===== src/rtl/core/fir_filter_pwm_mirror_macros.svh =====
// ---------------------------------------------------------------------------
// fir_filter_pwm_mirror_macros
// Assertion macros shared by the filter RTL.
// ---------------------------------------------------------------------------
`ifndef FIR_FILTER_PWM_MIRROR_MACROS_SVH
`define FIR_FILTER_PWM_MIRROR_MACROS_SVH

// same-cycle implication, disabled during reset
`define FFPM_ASSERT_NOW(name, clk, rstn, ante, cons, msg) \
  name: assert property (@(posedge clk) disable iff (!rstn) (ante) |-> (cons)) \
    else $error(msg);

// next-cycle implication, disabled during reset
`define FFPM_ASSERT_NEXT(name, clk, rstn, ante, cons, msg) \
  name: assert property (@(posedge clk) disable iff (!rstn) (ante) |=> (cons)) \
    else $error(msg);

`endif


===== src/rtl/core/ffpm_pkg.sv =====
// ---------------------------------------------------------------------------
// ffpm_pkg
// Types, constants and coefficient table of the symmetric FIR / PWM block.
// ---------------------------------------------------------------------------
package ffpm_pkg;

  localparam int SampleW  = 16;
  localparam int BaseTaps = 32;

  // x/5 for x < 2^16: (x * 0xCCCD) >> 18
  localparam logic [SampleW-1:0] Div5Mul   = 16'hCCCD;
  localparam int                 Div5Shift = 18;

  // register decode on paddr[2]
  localparam logic RegPwmCenter      = 1'b0;
  localparam logic RegLevelThreshold = 1'b1;

  typedef logic signed [SampleW-1:0] sample_t;

  typedef struct packed {
    logic [SampleW-1:0] pwm_center;
    logic [SampleW-1:0] level_threshold;
  } cfg_t;

  localparam logic signed [15:0] CoefQ15 [BaseTaps] = '{
     16'sd477,   16'sd101,   -16'sd11,  -16'sd204,
    -16'sd442,  -16'sd666,  -16'sd797,  -16'sd754,
    -16'sd475,    16'sd68,   16'sd855,  16'sd1817,
    16'sd2837,  16'sd3777,  16'sd4499,  16'sd4891,
    16'sd4891,  16'sd4499,  16'sd3777,  16'sd2837,
    16'sd1817,   16'sd855,    16'sd68,  -16'sd475,
    -16'sd754,  -16'sd797,  -16'sd666,  -16'sd442,
    -16'sd204,   -16'sd11,   16'sd101,   16'sd477
  };

  // Q15 tap rescaled to frac fractional bits, ties away from zero
  function automatic logic signed [31:0] coef_scaled(input int k, input int frac);
    int c;
    int mag;
    int sh;
    logic neg;
    if (k >= BaseTaps) begin
      return '0;
    end
    c = int'(CoefQ15[k]);
    if (frac >= 15) begin
      return 32'(c <<< (frac - 15));
    end
    sh  = 15 - frac;
    neg = (c < 0);
    mag = neg ? -c : c;
    mag = (mag + (1 << (sh - 1))) >> sh;
    return neg ? 32'(-mag) : 32'(mag);
  endfunction

endpackage


===== src/rtl/core/ffpm_cfg_regs.sv =====
// ---------------------------------------------------------------------------
// ffpm_cfg_regs
// APB register file: PWM center and over-level threshold.
// ---------------------------------------------------------------------------
module ffpm_cfg_regs (
  input  logic                clk_i,
  input  logic                rst_ni,
  input  logic                psel,
  input  logic                penable,
  input  logic                pwrite,
  input  logic [2:0]          paddr,
  input  logic [31:0]         pwdata,
  output logic [31:0]         prdata,
  output logic                pready,
  output ffpm_pkg::cfg_t      cfg_o
);
  import ffpm_pkg::*;

  logic [SampleW-1:0] center_q;
  logic [SampleW-1:0] thresh_q;
  logic               wr_en;
  logic               reg_sel;

  assign pready  = 1'b1;
  assign reg_sel = paddr[2];
  assign wr_en   = psel && penable && pwrite && pready;

  always_ff @(posedge clk_i or negedge rst_ni) begin
    if (!rst_ni) begin
      center_q <= 16'd7500;
      thresh_q <= 16'd14000;
    end else if (wr_en) begin
      unique case (reg_sel)
        RegPwmCenter:      center_q <= pwdata[SampleW-1:0];
        RegLevelThreshold: thresh_q <= pwdata[SampleW-1:0];
        default:           center_q <= center_q;
      endcase
    end
  end

  always_comb begin
    unique case (reg_sel)
      RegPwmCenter:      prdata = {16'b0, center_q};
      RegLevelThreshold: prdata = {{16{thresh_q[SampleW-1]}}, thresh_q};
      default:           prdata = '0;
    endcase
  end

  assign cfg_o.pwm_center      = center_q;
  assign cfg_o.level_threshold = thresh_q;
endmodule


===== config.mk =====
export PLATFORM = sky130hd
export DESIGN_NAME = ffpm_cfg_regs
export DESIGN_NICKNAME = d
export VERILOG_FILES = /design/src/rtl/core/fir_filter_pwm_mirror_macros.svh /design/src/rtl/core/ffpm_pkg.sv /design/src/rtl/core/ffpm_cfg_regs.sv
export SDC_FILE = /design/constraint.sdc
export NUM_CORES = 1
export LEC_CHECK = 0
export CAP_MARGIN = 0
export CORE_MARGIN = 5
export CORE_UTILIZATION = 35
export DETAILED_ROUTE_END_ITERATION = 10
export DONT_BUFFER_PORTS = 1
export GPL_ROUTABILITY_DRIVEN = 0
export PLACE_DENSITY_LB_ADDON = 0.12
export SYNTH_ARGS = -nofsm -noshare
export SYNTH_HDL_FRONTEND = slang
export SYNTH_SLANG_ARGS = --single-unit

===== constraint.sdc =====
create_clock -name clk_i -period 1.3 [get_ports clk_i]
set_clock_uncertainty 0.1 [all_clocks]
set_input_delay 0.065 -clock clk_i [delete_from_list [all_inputs] [get_ports clk_i]]
set_output_delay 0.065 -clock clk_i [all_outputs]
set_load 0.01 [all_outputs]

## Word level (Yosys, flattened, before mapping)

Index checks and enable logic that the tools add are counted.

- Mux-type cells: 1
- Bitwise gates (word level): 1
- Reductions and logical operators: 4

Operators with widths:

| operator | count |
|---|---|
| case mux 32 bit (2 select lines) | 1 |
| AND reduction 2 bit | 2 |
| logical AND 1 bit | 2 |
| NOT 1 bit | 1 |

- Register bits: 32
- Output and inout port bits: 65

## Logic depth before layout (Yosys ltp)

- Word-level depth: 3
- Mapped depth: 4
- Mapped depth without buffers: 2

## Worst setup path before layout

OpenSTA, ideal clock, no wires.

- Path kind: input-to-output
- Start point: in paddr[2]
- End point: out prdata[17]
- Arrival time: 1031 ps
- Data required time: 1135 ps
- Setup slack: 104 ps
- Stages on the path: 4
- Cell sequence: buf_6 -> buf_2 -> and2_1 -> buf_4

- Word-level cells in the longest chain between the ends: 2

RTL lines:

| element | line | text |
|---|---|---|
| from (decl) | ffpm_cfg_regs.sv:11 | `input logic [2:0] paddr,` |
| NOT 1 bit | - |  |
| case mux 32 bit (2 select lines) (*) | ffpm_cfg_regs.sv:42 | `unique case (reg_sel)` |
| to (decl) | ffpm_cfg_regs.sv:13 | `output logic [31:0] prdata,` |

Mark *: on every way between the ends. The rest lies on a longest branch, timed or not.

## Worst setup path after layout

- Start point: reg thresh_q[15]
- End point: out prdata[17]

- Word-level cells in the longest chain between the ends: 1

RTL lines:

| element | line | text |
|---|---|---|
| from (decl) | ffpm_cfg_regs.sv:20 | `logic [SampleW-1:0] thresh_q;` |
| from (signal assigned) | ffpm_cfg_regs.sv:35 | `RegLevelThreshold: thresh_q <= pwdata[SampleW-1:0];` |
| case mux 32 bit (2 select lines) | ffpm_cfg_regs.sv:42 |  |

Every way passes these cells.

==> run_results.csv <==
group,metric,value,unit
sta,fin_tns_setup,0,ps
yosys,syn_nets,144,
placed_design,port_buffers,0,
drt,drt.antenna.violating_nets,0,
clock_tree,clkTransAtPathRegs,60,ps
drt,routedWlPerCell,19.6,um
sta,fin_crit_sh,95.3,%
yosys,synth_cell_types,11,
floorplanning,die_w,77.8,um
power,power_frac_comb,21.1,%
sta,hold_ws,119,ps
power,seq_power_share,53.4,%
clock_tree,cts_post_setup_buffers_inserted,0,
drt,drtIter0Drc,13,
floorplanning,die-height,77.8,um
global_routing,grt-ovfl-total,0,
clock_tree,clock_path_buffers,2,
worst_setup_path,critPathMaxFanout,16,
yosys,synth-seq-cells,32,
yosys,netlist_area,1610,um2
final_layout,drive_gt1_share,66.7,%
worst_setup_path,cp_slowest_stage_delay,440,ps
clock_tree,htree_levels,2,
global_routing,grt_pass1_wl,5070,um
power,power_density,1650,nW/um2
placed_design,dp_hpwl,2160,um
yosys,synth_area_leader_cell,"dfrtp_1",
power,p_sw,910,uW
global_routing,first_global_vias,919,
power,power.leakage,0.783,nW
yosys,syn_inst,104,
floorplanning,dieArea,6060,um2
yosys,ys_seq_area_share,50.8,%
final_layout,num-nets-final,150,
clock_tree,root_buffer,"clkbuf_8",
drt,wirelength,3190,um
sta,post-route-min-period,1240,ps
sta,setup_ws,60.7,ps
final_layout,design_area,1820,um2
sta,hold_viol,0,
sta,slew_violations,0,
drt,dr.pass1.iters,2,
drt,vias,837,
yosys,yosys_warnings,0,
floorplanning,start_util,36.5,%
final_layout,diodes,0,
power,irDropWorstVdd,0.605,mV
worst_setup_path,crit_family,"flip-flops",
sta,setup_violations,0,
final_layout,fin_util,41.2,%
worst_setup_path,cp.arrival,1070,ps
placed_design,dp_slack,117,ps
worst_setup_path,worstPathBufferInverterCount,1,
min_path,hp-class,"input port to flop",
worst_setup_path,cp.required,1130,ps
global_routing,grt_usage,10.8,%
yosys,synth_top_area_share,28.0,%
drt,drc,0,
clock_tree,cts_tree,"built",
final_layout,fillers,404,
worst_setup_path,crit_path_start_kind,"flop",
floorplanning,core,4410,um2
worst_setup_path,path_cells,"and2_4, buf_12",
power,swShare,30.3,%
worst_setup_path,criticalPathCategory,"flop to output port",
drt,via_per_inst,5.13,
yosys,synthTopCellsByArea,"dfrtp_1, mux2_2, dfstp_2",
sta,rsz0062_at_grt,"false",
worst_setup_path,slowest_stage,"dfrtp_2",
power,power.internal,2.09,mW
floorplanning,rows,24,
clock_tree,numCtsBuffers,5,
global_routing,grt_antenna_before_repair,0,
outcome,status,"finished, final reports clean",
final_layout,synthToLayoutAreaGrowth,13.1,%
global_routing,grt_max_degree,33,
clock_tree,clk_latency,270,ps
sta,fmax,807,MHz
floorplanning,ios,105,
yosys,syn_area_per_cell,15.5,um2
placed_design,place_area,1540,um2
clock_tree,cts_sinks,32,
power,p_clk_share,25.6,%
worst_setup_path,cp-end-kind,"output port",
job,maxCapViolCount,0,
==> layer usage <==
metal | part of all wire, % | global-route usage [%] | vias to the layer above
met1 | 40 | 13.0 | 422
met3 | 10 | 5.32 | 4
met5 | 0 | 0 | -
li1 | - | - | 364
met4 | 0.82 | 3.61 | 0
met2 | 49 | 16.9 | 47
==> final timing paths <==
check | from | to | slack [ps] | cells past startpoint
setup reg to reg | thresh_q[8] | thresh_q[8] | 370 | 1
hold reg to reg | thresh_q[15] | thresh_q[15] | 500 | 1
max in group asynchronous | rst_ni | thresh_q[7] | 700 | 2
hold / removal | paddr[2] | thresh_q[2] | 120 | 2
setup / recovery | thresh_q[15] | prdata[17] | 60 | 2
min in group asynchronous | rst_ni | center_q[9] | 160 | 2
==> flip-flops by register name, indices dropped and copies added (netlist names) <==
signal / cells
center_q: 16
thresh_q: 16
==> Yosys cell counts <==
cell and number:
dfstp_2 14, conb_1 1, nand4b_4 1, nand4_4 1, and2_1 1, mux2_2 38, mux2_4 10, buf_2 1
buf_6 3, buf_4 16, dfrtp_1 18
==> power groups by stage <==
| stage | Clock, mW | Sequential (mW) | Combinational [mW] |
|---|---|---|---|
| after CTS | 0.805 | 1.61 | 0.646 |
| after detailed placement | 0 | 1.62 | 0.568 |
| final | 0.767 | 1.60 | 0.633 |
| after global routing | 0.851 | 1.64 | 0.686 |
| after floorplan | 0 | 1.55 | 0.603 |
| after global placement | 0 | 1.62 | 0.558 |
==> layout by cell type, fill, tap and decap left out <==
cell | netlist | layout
and2_4 | 0 | 1
buf_12 | 0 | 2
clkbuf_1 | 0 | 2
clkbuf_8 | 0 | 6
conb_1 | 1 | 1
dfrtp_1 | 18 | 17
dfrtp_2 | 0 | 1
dfstp_2 | 14 | 14
dlygate4sd3_1 | 0 | 17
mux2_2 | 38 | 38
mux2_4 | 10 | 10
nand4_4 | 1 | 1
nand4b_4 | 1 | 1
==> through the flow <==
| step | power [mW] | cells |
|---|---|---|
| 2_1_floorplan | 2.15 | 104 |
| 3_3_place_gp | 2.17 | 137 |
| 3_5_place_dp | 2.19 | 137 |
| 4_1_cts | 3.06 | 163 |
| 5_1_grt | 3.18 | 163 |
| 6_report | 3.00 | 163 |
==> final cells by class <==
cell class	count	area, um2	share of cell area, %
sequential	32	820	45.0
multi-input combinational	52	636	34.9
timing repair buffer	19	210	11.5
clock buffer	8	90.1	4.95
tap	52	65.1	3.57
==> kinds of logic after synthesis <==
group | synth area share [%]
multiplexers | 35.9
flip-flops | 50.8
buffers and inverters | 9.87
AND/OR/NAND/NOR | 3.19
other | 0.233
==> what timing repair did <==
item	in CTS	in global routing
pin swaps	1	0
hold buffers	18	0
endpoints found under the setup margin	16	16
hold endpoints to repair	64	0
resized for setup	1	1
Note: power is estimated with default switching activity, not from simulation.
