File: src/rtl/core/fir_filter_pwm_mirror_macros.svh
// ---------------------------------------------------------------------------
// fir_filter_pwm_mirror_macros
// Assertion macros shared by the filter RTL.
// ---------------------------------------------------------------------------
`ifndef FIR_FILTER_PWM_MIRROR_MACROS_SVH
`define FIR_FILTER_PWM_MIRROR_MACROS_SVH

// same-cycle implication, disabled during reset
`define FFPM_ASSERT_NOW(name, clk, rstn, ante, cons, msg) \
  name: assert property (@(posedge clk) disable iff (!rstn) (ante) |-> (cons)) \
    else $error(msg);

// next-cycle implication, disabled during reset
`define FFPM_ASSERT_NEXT(name, clk, rstn, ante, cons, msg) \
  name: assert property (@(posedge clk) disable iff (!rstn) (ante) |=> (cons)) \
    else $error(msg);

`endif

File: src/rtl/core/ffpm_pkg.sv
// ---------------------------------------------------------------------------
// ffpm_pkg
// Types, constants and coefficient table of the symmetric FIR / PWM block.
// ---------------------------------------------------------------------------
package ffpm_pkg;

  localparam int SampleW  = 16;
  localparam int BaseTaps = 32;

  // x/5 for x < 2^16: (x * 0xCCCD) >> 18
  localparam logic [SampleW-1:0] Div5Mul   = 16'hCCCD;
  localparam int                 Div5Shift = 18;

  // register decode on paddr[2]
  localparam logic RegPwmCenter      = 1'b0;
  localparam logic RegLevelThreshold = 1'b1;

  typedef logic signed [SampleW-1:0] sample_t;

  typedef struct packed {
    logic [SampleW-1:0] pwm_center;
    logic [SampleW-1:0] level_threshold;
  } cfg_t;

  localparam logic signed [15:0] CoefQ15 [BaseTaps] = '{
     16'sd477,   16'sd101,   -16'sd11,  -16'sd204,
    -16'sd442,  -16'sd666,  -16'sd797,  -16'sd754,
    -16'sd475,    16'sd68,   16'sd855,  16'sd1817,
    16'sd2837,  16'sd3777,  16'sd4499,  16'sd4891,
    16'sd4891,  16'sd4499,  16'sd3777,  16'sd2837,
    16'sd1817,   16'sd855,    16'sd68,  -16'sd475,
    -16'sd754,  -16'sd797,  -16'sd666,  -16'sd442,
    -16'sd204,   -16'sd11,   16'sd101,   16'sd477
  };

  // Q15 tap rescaled to frac fractional bits, ties away from zero
  function automatic logic signed [31:0] coef_scaled(input int k, input int frac);
    int c;
    int mag;
    int sh;
    logic neg;
    if (k >= BaseTaps) begin
      return '0;
    end
    c = int'(CoefQ15[k]);
    if (frac >= 15) begin
      return 32'(c <<< (frac - 15));
    end
    sh  = 15 - frac;
    neg = (c < 0);
    mag = neg ? -c : c;
    mag = (mag + (1 << (sh - 1))) >> sh;
    return neg ? 32'(-mag) : 32'(mag);
  endfunction

endpackage

File: src/rtl/core/ffpm_tap_cell.sv
// ---------------------------------------------------------------------------
// ffpm_tap_cell
// One transposed-form FIR cell: multiply the broadcast sample by a fixed tap
// and add the partial sum handed over by the upstream neighbor.
// ---------------------------------------------------------------------------
module ffpm_tap_cell #(
  parameter int                        CoefW = 16,
  parameter int                        AccW  = 37,
  parameter logic signed [CoefW-1:0]   Coef  = '0
) (
  input  logic                   clk_i,
  input  logic                   rst_ni,
  input  logic                   en_i,
  input  ffpm_pkg::sample_t      sample_i,
  input  logic signed [AccW-1:0] sum_i,
  output logic signed [AccW-1:0] sum_o
);
  import ffpm_pkg::*;

  logic signed [CoefW+SampleW-1:0] prod;
  logic signed [AccW-1:0]          sum_d;
  logic signed [AccW-1:0]          sum_q;

  assign prod  = sample_i * Coef;
  assign sum_d = sum_i + AccW'(prod);

  always_ff @(posedge clk_i or negedge rst_ni) begin
    if (!rst_ni) begin
      sum_q <= '0;
    end else if (en_i) begin
      sum_q <= sum_d;
    end
  end

  assign sum_o = sum_q;
endmodule

File: config.mk
export PLATFORM = sky130hd
export DESIGN_NAME = ffpm_tap_cell
export DESIGN_NICKNAME = d
export VERILOG_FILES = /design/src/rtl/core/fir_filter_pwm_mirror_macros.svh /design/src/rtl/core/ffpm_pkg.sv /design/src/rtl/core/ffpm_tap_cell.sv
export SDC_FILE = /design/constraint.sdc
export NUM_CORES = 1
export LEC_CHECK = 0
export BUFFER_PORTS_ARGS = -buffer_cell sky130_fd_sc_hd__buf_2
export CAP_MARGIN = 20
export CELL_PAD_IN_SITES_DETAIL_PLACEMENT = 2
export CELL_PAD_IN_SITES_GLOBAL_PLACEMENT = 2
export CORE_MARGIN = 1
export CORE_UTILIZATION = 30
export CTS_BUF_LIST = sky130_fd_sc_hd__clkbuf_8
export CTS_CLUSTER_DIAMETER = 30
export DETAILED_ROUTE_END_ITERATION = 10
export PLACE_DENSITY_LB_ADDON = 0.1
export REMOVE_ABC_BUFFERS = 1
export SLEW_MARGIN = 40
export SYNTH_ARGS = -nofsm -noshare
export SYNTH_HDL_FRONTEND = slang
export SYNTH_SLANG_ARGS = --single-unit
File: constraint.sdc
create_clock -name clk_i -period 1.6 [get_ports clk_i]
set_input_delay 0.16 -clock clk_i [delete_from_list [all_inputs] [get_ports clk_i]]
set_output_delay 0.16 -clock clk_i [all_outputs]
set_load 0.02 [all_outputs]
; ---- Yosys cells after proc, flatten, opt, wreduce, memory -nomap -nowiden
; Index checks and enable logic that the tools add are counted.
[totals]
regBits = 37
in_bits = 56
out_inout_bits = 37
wordCells = 1

; ---- Depth between registers and ports, before layout
; Gate-level depths: netlist of run 1.
[depth]
word_depth = 0
ltp_mapped = 3
ltp_nobuf = 1

; ---- Least setup slack after synthesis of run 1
; OpenSTA, ideal clock, no wires.
[synth_path]
path_type = input port to flip-flop
startpoint = input en_i
endpoint = register sum_q[10] (netlist: sum_o[10])
setup_ns = 0.125
arrival_time_ns = 0.732
required_time_ns = 1.475
slack_ns = 0.743
cell_stages = 3
path_buffers = 2
cell_sequence = buf_6 buf_12 mux2_4
[synth_rtl]
columns = item, line_no
row1 = start: declaration, ffpm_tap_cell.sv:13  ; input logic en_i,
row2 = end signal: assignment, ffpm_tap_cell.sv:31  ; sum_q <= sum_d;
row3 = end: declaration, ffpm_tap_cell.sv:22  ; logic signed [AccW-1:0] sum_q;
; No word-level cell between the ends.

; ---- Worst setup path after layout of run 1
[layout_path]
startpoint = register sum_q[36] (netlist: sum_o[36])
endpoint = output sum_o[36]
[layout_rtl]
columns = item, line_no
row1 = end: declaration, ffpm_tap_cell.sv:16  ; output logic signed [AccW-1:0] sum_o
; No word-level cell between the ends.

==> implementation parameters, run 1 <==
Parameter                              Value

Finish
  Max reg flops    37
  Most common cell after layout, fill and taps aside    sky130_fd_sc_hd__buf_2
  Share of post-route cells with drive strength above 1    76.5%
  Post-route cell area    2090 um^2
  Commonest cells after routing, fill and taps aside    sky130_fd_sc_hd__buf_2 (76), sky130_fd_sc_hd__dfrtp_1 (37), sky130_fd_sc_hd__mux2_4 (30)
  Layout overhead on the synthesized area    36.6%
  Number of standard cells in the final layout excluding fillers    229
  Net count of the finished layout    217
  Number of antenna diodes    0
  Post-route core utilization    43.3%

Worst setup path
  Worst setup EP type    output port
  Cells on worst reg2reg path    1
  Crit start category    register
  Required time of the critical path    1.44 ns
  Cell at the slowest stage of the critical path    sky130_fd_sc_hd__dfrtp_1
  Longest individual stage delay on the worst path    0.40 ns
  Terminus of the critical flop-to-flop path    sum_o[30]$_DFFE_PN0P_
  CP max FO    2
  Worst flop-to-flop path startpoint    sum_o[30]$_DFFE_PN0P_
  Worst Path Buf+Inv    1
  Critical path arrival    0.85 ns
  Reg2Reg Setup Slack    0.81 ns
  Kind of critical path    reg2out
  Cells traversed along the worst timing path    buf_2
  Gate family responsible for the most delay along the worst path    flip-flops

Floorplan
  Number of primary I/O pins    93
  Horizontal die dimension    73.3 um
  Core outline area    4820 um^2
  Die Area    5380 um^2
  Chip Height    73.3 um
  Standard-cell rows    25
  Starting density of the core    31.7%

Timing
  Setup tns final    0 ns
  Worst-Margin Slew    0.455 ns
  Share of the cycle needed by the critical path after routing    63.1%
  Count of endpoints failing hold in the final timing report    0
  Min Tclk post-route    1.01 ns
  Fmax achieved    990 MHz
  Slew headroom    69.6%
  Count of final setup violators    0
  Unrepaired setup endpoints after global routing    no
  Maximum clock skew at final layout    0 ns
  Final number of max-transition violations    0

Placement
  Routability-driven placement congestion ratio    0.671
  Cell Count Post-Placement    220
  Placed Instance Area    1940 um^2
  DP HPWL    2710 um
  Number of input and output port buffers inserted    76

Synthesis
  Synth unique cells    5
  Top-area cell type share of the netlist area    60.7%
  Syn. warnings    0
  Yosys reg bits    37
  Most area-consuming cells after synthesis    sky130_fd_sc_hd__dfrtp_1 (61%), sky130_fd_sc_hd__mux2_4 (30%), sky130_fd_sc_hd__mux2_2 (5.2%)
  Library cell with the largest summed area after synthesis    sky130_fd_sc_hd__dfrtp_1
  Post-synthesis instance area    1530 um^2
  Cells after Synth    78
  Mapped Avg Cell Area    19.6 um^2
  Post-synthesis sequential area ratio    60.7%

Route
  Via density per instance    4.27
  Post-detailed-route DRC marker count    0
  Wirelength, routed    3690 um
  Number of search-and-repair iterations in the first detailed-routing pass    2
  Via Count    977
  Number of antenna-violating nets in the routed design    0
  1st-iter DRT viols    20
  Wirelength per Cell    16.1 um

Power
  Power Total    0.00251 W
  Peak supply drop    571 uV
  Pleak    1.09 nW
  Power density over the cells    1200 nW/um^2

Global route
  Maximum number of pins on one net before global-route repair    22
  Antenna violations before repair    0
  Grt ovf    0
  Tot GR Track Use    15.5%
  First-pass GRT wire length    6020 um
  Number of global-route vias before repair    1121

Clock tree
  Number of buffers between clock root and the deepest sink    2
  Depth of the CTS H-tree    2
  Clk pin slew, worst setup/hold paths    0.08 ns
  Post-cts resize count    0
  CTS tree    yes
  Total CTS buffers    5
  Clk Latency, worst-skew pair    0.28 ns
  CTS root buffer    sky130_fd_sc_hd__clkbuf_8
  Number of sinks driven by the clock tree    37

Hold path
  Worst hold path cell count    2
  Worst hold path type    in2reg
  Hold path endpoint    sum_o[22]$_DFFE_PN0P_
  Min-delay src    sum_i[22]

Status
  Status    completed

Flow run
  Count of maximum capacitance violations    0
logic make-up (layout without fill, tap and decap cells):
family | count (synthesis) | in the layout | share of synthesized area, %
flip-flops | 37 | 37 | 60.7
multiplexers | 37 | 37 | 34.7
buffers and inverters | 4 | 88 | 4.67
synth_stat cells:
cell	instances
sky130_fd_sc_hd__buf_12	3
sky130_fd_sc_hd__buf_6	1
sky130_fd_sc_hd__dfrtp_1	37
sky130_fd_sc_hd__mux2_2	7
sky130_fd_sc_hd__mux2_4	30
stage by stage:
step,setup WS [ns],hold slack [ns]
after global placement,0.517,0.125
final,0.590,0.0969
after floorplan,0.765,-0.136
after global routing,0.502,0.0824
after detailed placement,0.498,0.134
after CTS,0.573,0.0906
per-layer routing:
layer / track usage [%] / wire length [um] / vias to the layer above
met1: 18.0 / 1490 / 486
li1: - / - / 433
met4: 5.98 / 68 / 0
met5: 0 / 0 / -
met3: 5.62 / 279 / 8
met2: 26.0 / 1850 / 50
worst max-delay path by stage:
| stage | depth (start not counted) | endpoint | startpoint |
|---|---|---|---|
| 2_1_floorplan | 1 | sum_o[10]$_DFFE_PN0P_ | sum_o[10]$_DFFE_PN0P_ |
| 3_3_place_gp | 3 | sum_o[2]$_DFFE_PN0P_ | en_i |
| 3_5_place_dp | 3 | sum_o[36]$_DFFE_PN0P_ | en_i |
| 4_1_cts | 3 | sum_o[14]$_DFFE_PN0P_ | rst_ni |
| 5_1_grt | 3 | sum_o[34]$_DFFE_PN0P_ | rst_ni |
| 6_report | 1 | sum_o[36] | sum_o[36]$_DFFE_PN0P_ |
layout make-up:
type | count | area (um^2)
timing repair buffer | 80 | 413
fill | 513 | 2730
clock inverter | 3 | 65.1
sequential | 37 | 926
multi-input combinational | 37 | 529
tap | 67 | 83.8
clock buffer | 5 | 68.8
report_power, final:
part / internal, W / switching [W]
Clock: 0.000619 / 0.000334
Combinational: 0.000230 / 0.000244
Sequential: 0.00103 / 0.0000511
Total: 0.00188 / 0.000629
repair_timing:
item	in CTS	in global routing
setup buffers	0	0
hold buffers	1	0
hold endpoints to repair	19	0
No activity file was read; power rests on OpenSTA's default activity.
==> run 2, diff against run 1 <==
--- a/config.mk
+++ b/config.mk
@@ -5,12 +5,13 @@
 export SDC_FILE = /design/constraint.sdc
 export NUM_CORES = 1
 export LEC_CHECK = 0
+export ABC_AREA = 1
 export BUFFER_PORTS_ARGS = -buffer_cell sky130_fd_sc_hd__buf_2
 export CAP_MARGIN = 20
 export CELL_PAD_IN_SITES_DETAIL_PLACEMENT = 2
 export CELL_PAD_IN_SITES_GLOBAL_PLACEMENT = 2
 export CORE_MARGIN = 1
-export CORE_UTILIZATION = 30
+export CORE_UTILIZATION = 20
 export CTS_BUF_LIST = sky130_fd_sc_hd__clkbuf_8
 export CTS_CLUSTER_DIAMETER = 30
 export DETAILED_ROUTE_END_ITERATION = 10
==> constraint.sdc (replaced) <==
create_clock -name clk_i -period 0.83 [get_ports clk_i]
set_input_delay 0.083 -clock clk_i [delete_from_list [all_inputs] [get_ports clk_i]]
set_output_delay 0.083 -clock clk_i [all_outputs]
set_load 0.02 [all_outputs]
==> implementation parameters, run 2 <==
Parameter                              Value

Floorplan
  Number of primary I/O pins    93 (unchanged)
  Standard-cell rows    30 (+20%)
  Core outline area    6790 um^2 (+41%)
  Chip Height    86.1 um (+17%)
  Horizontal die dimension    86.1 um (+17%)
  Starting density of the core    20.8% (-11 points)
  Die Area    7410 um^2 (+38%)

Worst setup path
  Worst Path Buf+Inv    1 (unchanged)
  Required time of the critical path    0.75 ns (-0.69 ns)
  Critical path arrival    0.83 ns (-0.02 ns)
  Gate family responsible for the most delay along the worst path    flip-flops
  Worst setup EP type    output port
  Longest individual stage delay on the worst path    0.41 ns (about the same)
  Worst flop-to-flop path startpoint    sum_o[15]$_DFFE_PN0P_
  Cell at the slowest stage of the critical path    sky130_fd_sc_hd__dfrtp_1
  CP max FO    2 (unchanged)
  Start point of the critical path    sum_o[18]$_DFFE_PN0P_
  Crit start category    register
  Kind of critical path    reg2out
  Cells traversed along the worst timing path    buf_6

Clock tree
  CTS root buffer    sky130_fd_sc_hd__clkbuf_8
  Depth of the CTS H-tree    2 (unchanged)
  CTS tree    yes
  Number of buffers between clock root and the deepest sink    2 (unchanged)
  Number of sinks driven by the clock tree    37 (unchanged)
  Clk pin slew, worst setup/hold paths    0.08 ns (about the same)
  Clk Latency, worst-skew pair    0.28 ns (about the same)
  Total CTS buffers    5 (unchanged)

Hold path
  Worst hold path type    in2reg
  Min-delay src    sum_i[31]

Flow run
  Count of maximum capacitance violations    0 (unchanged)

Synthesis
  Top-area cell type share of the netlist area    65.5% (+4.8 points)
  Syn. warnings    0 (unchanged)
  Count of flip-flops with a built-in enable after synthesis    0 (unchanged)
  Yosys reg bits    37 (unchanged)
  Post-synthesis instance area    1410 um^2 (-7.4%)
  Async S/R FF share, synth    100% (unchanged)
  Most area-consuming cells after synthesis    sky130_fd_sc_hd__dfrtp_1 (65%), sky130_fd_sc_hd__nand2_1 (29%), sky130_fd_sc_hd__buf_6 (3.2%)
  Synth unique cells    5 (unchanged)
  Synth top cells by count    sky130_fd_sc_hd__nand2_1 (111), sky130_fd_sc_hd__dfrtp_1 (37), sky130_fd_sc_hd__buf_6 (4)
  Most used DFF post-synth    sky130_fd_sc_hd__dfrtp_1
  Most frequent cell after synthesis    sky130_fd_sc_hd__nand2_1
  Library cell with the largest summed area after synthesis    sky130_fd_sc_hd__dfrtp_1
  Post-synthesis sequential area ratio    65.5% (+4.8 points)
  Cells after Synth    156 (+100%)
  Mapped Avg Cell Area    9.06 um^2 (-54%)

Global route
  Number of global-route vias before repair    1650 (+47%)
  First-pass GRT wire length    7940 um (+32%)
  Tot GR Track Use    13.9% (-1.6 points)
  Antenna violations before repair    0 (unchanged)
  Grt ovf    0 (unchanged)
  Maximum number of pins on one net before global-route repair    32 (+45%)

Timing
  Slew headroom    83.9% (+14 points)
  Fmax achieved    1090 MHz
  Count of final setup violators    39 (+39)
  Min Tclk post-route    0.918 ns
  Worst-Margin Slew    0.241 ns (-0.214 ns)
  Final number of max-transition violations    0 (unchanged)
  Final Worst Setup Slack    -0.0880 ns (-0.678 ns)
  Maximum clock skew at final layout    0 ns (unchanged)
  Share of the cycle needed by the critical path after routing    111%
  Unrepaired setup endpoints after global routing    yes
  Count of endpoints failing hold in the final timing report    0 (unchanged)

Route
  Number of antenna-violating nets in the routed design    0 (unchanged)
  Number of search-and-repair iterations in the first detailed-routing pass    3 (+1)
  Post-detailed-route DRC marker count    0 (unchanged)
  Via density per instance    3.86 (-9.6%)
  Wirelength per Cell    12.5 um (-22%)
  Via Count    1458 (+49%)
  1st-iter DRT viols    23 (+15%)
  Wirelength, routed    4740 um (+29%)

Finish
  Number of filler instances in the final layout    765 (+49%)
  Net count of the finished layout    337 (+55%)
  Number of antenna diodes    0 (unchanged)
  Most common cell after layout, fill and taps aside    sky130_fd_sc_hd__nand2_1
  Multi-input combinational cell area    417 um^2 (-21%)
  Share of post-route cells with drive strength above 1    37.2% (-39 points)
  Max reg flops    37 (unchanged)
  Number of standard cells in the final layout excluding fillers    378 (+65%)
  Layout overhead on the synthesized area    88.0%
  Post-route core utilization    39.1% (-4.2 points)
  Commonest cells after routing, fill and taps aside    sky130_fd_sc_hd__nand2_1 (111), sky130_fd_sc_hd__buf_2 (39), sky130_fd_sc_hd__buf_6 (37), sky130_fd_sc_hd__dfrtp_1 (37), sky130_fd_sc_hd__dlygate4sd3_1 (28)
  Sequential cell area in the final layout    926 um^2 (unchanged)

Placement
  Cell Count Post-Placement    328 (+49%)
  Number of input and output port buffers inserted    76 (unchanged)
  Routability-driven placement congestion ratio    0.595 (-11%)
  Worst slack after detailed placement    0.0741 ns (-0.424 ns)
  DP HPWL    2870 um (+5.8%)

Power
  Power density over the cells    1830 nW/um^2 (+52%)
  Peak supply drop    514 uV (-10%)
  Pleak    1.45 nW (+32%)

Status
  Status    finished with violations
  Violated checks    negative setup slack
-- run 2: cell count changes after synthesis --
cell and change:
sky130_fd_sc_hd__buf_12 -3, sky130_fd_sc_hd__inv_2 +1, sky130_fd_sc_hd__buf_4 +3, sky130_fd_sc_hd__mux2_2 -7, sky130_fd_sc_hd__mux2_4 -30, sky130_fd_sc_hd__nand2_1 +111
sky130_fd_sc_hd__buf_6 +3
-- run 2: per-stage QoR --
step           hold WS, ns  power, W  instance area (um^2)  setup TNS, ns
3_5_place_dp        0.0691   0.00286                  1920              0
5_1_grt             0.0137   0.00514                  2660          -4.03
4_1_cts         0.00000358   0.00488                  2600          -3.08
2_1_floorplan       -0.213   0.00244                  1350              0
6_report           0.00377   0.00486                  2660          -2.59
3_3_place_gp        0.0605   0.00285                  1920              0
-- run 2: path summary, 6_finish.rpt --
kind	endpoint	slack, ns	cells past startpoint
worst min-delay path	sum_o[31]$_DFFE_PN0P_	0.004	3
max in group asynchronous	sum_o[27]$_DFFE_PN0P_	0.35	3
worst min register to register	sum_o[28]$_DFFE_PN0P_	0.50	2
min in group asynchronous	sum_o[14]$_DFFE_PN0P_	0.32	3
worst max-delay path	sum_o[18]	-0.09	1
worst max register to register	sum_o[15]$_DFFE_PN0P_	-0.01	4
-- run 2: worst min-delay path: cells and delay by family --
family | cells | cell delay [ns]
simple gates | 2 | 0.09
buf+inv | 1 | 0.08
-- run 2: timing repair --
action,in CTS,in global routing
hold buffers,28,0
gates resized for setup,74,0
endpoints found under the hold margin,64,0
setup buffers,6,8
setup endpoints to repair,37,37
-- run 2: report_power, final --
| part | internal (W) | switching, W | leakage, nW | total [W] |
|---|---|---|---|---|
| Combinational | 0.000620 | 0.000530 | 0.933 | 0.00115 |
| Clock | 0.000969 | 0.000665 | 0.0626 | 0.00163 |
| Sequential | 0.00196 | 0.000117 | 0.451 | 0.00208 |
| Total | 0.00355 | 0.00131 | 1.45 | 0.00486 |
-- run 2: routing by layer --
layer,vias up,track usage (%),routed length [um]
met5,-,0,0
met4,0,4.55,50
met3,5,4.04,279
met2,46,24.0,2470
met1,697,16.6,1940
li1,710,-,-
-- run 2: layout make-up --
cell class,instances,area share [%]
Timing Repair Buffer,125,40.4
Sequential cell,37,34.8
Multi-Input combinational cell,111,15.7
Tap cell,96,4.52
Clock buffer,6,3.11
Clock inverter,2,1.27
Inverter,1,0.141
-- run 2: cell families after synthesis --
family	after synthesis	share of synthesized area [%]
simple gates	111	29.5
buf+inv	8	5.04
flops	37	65.5
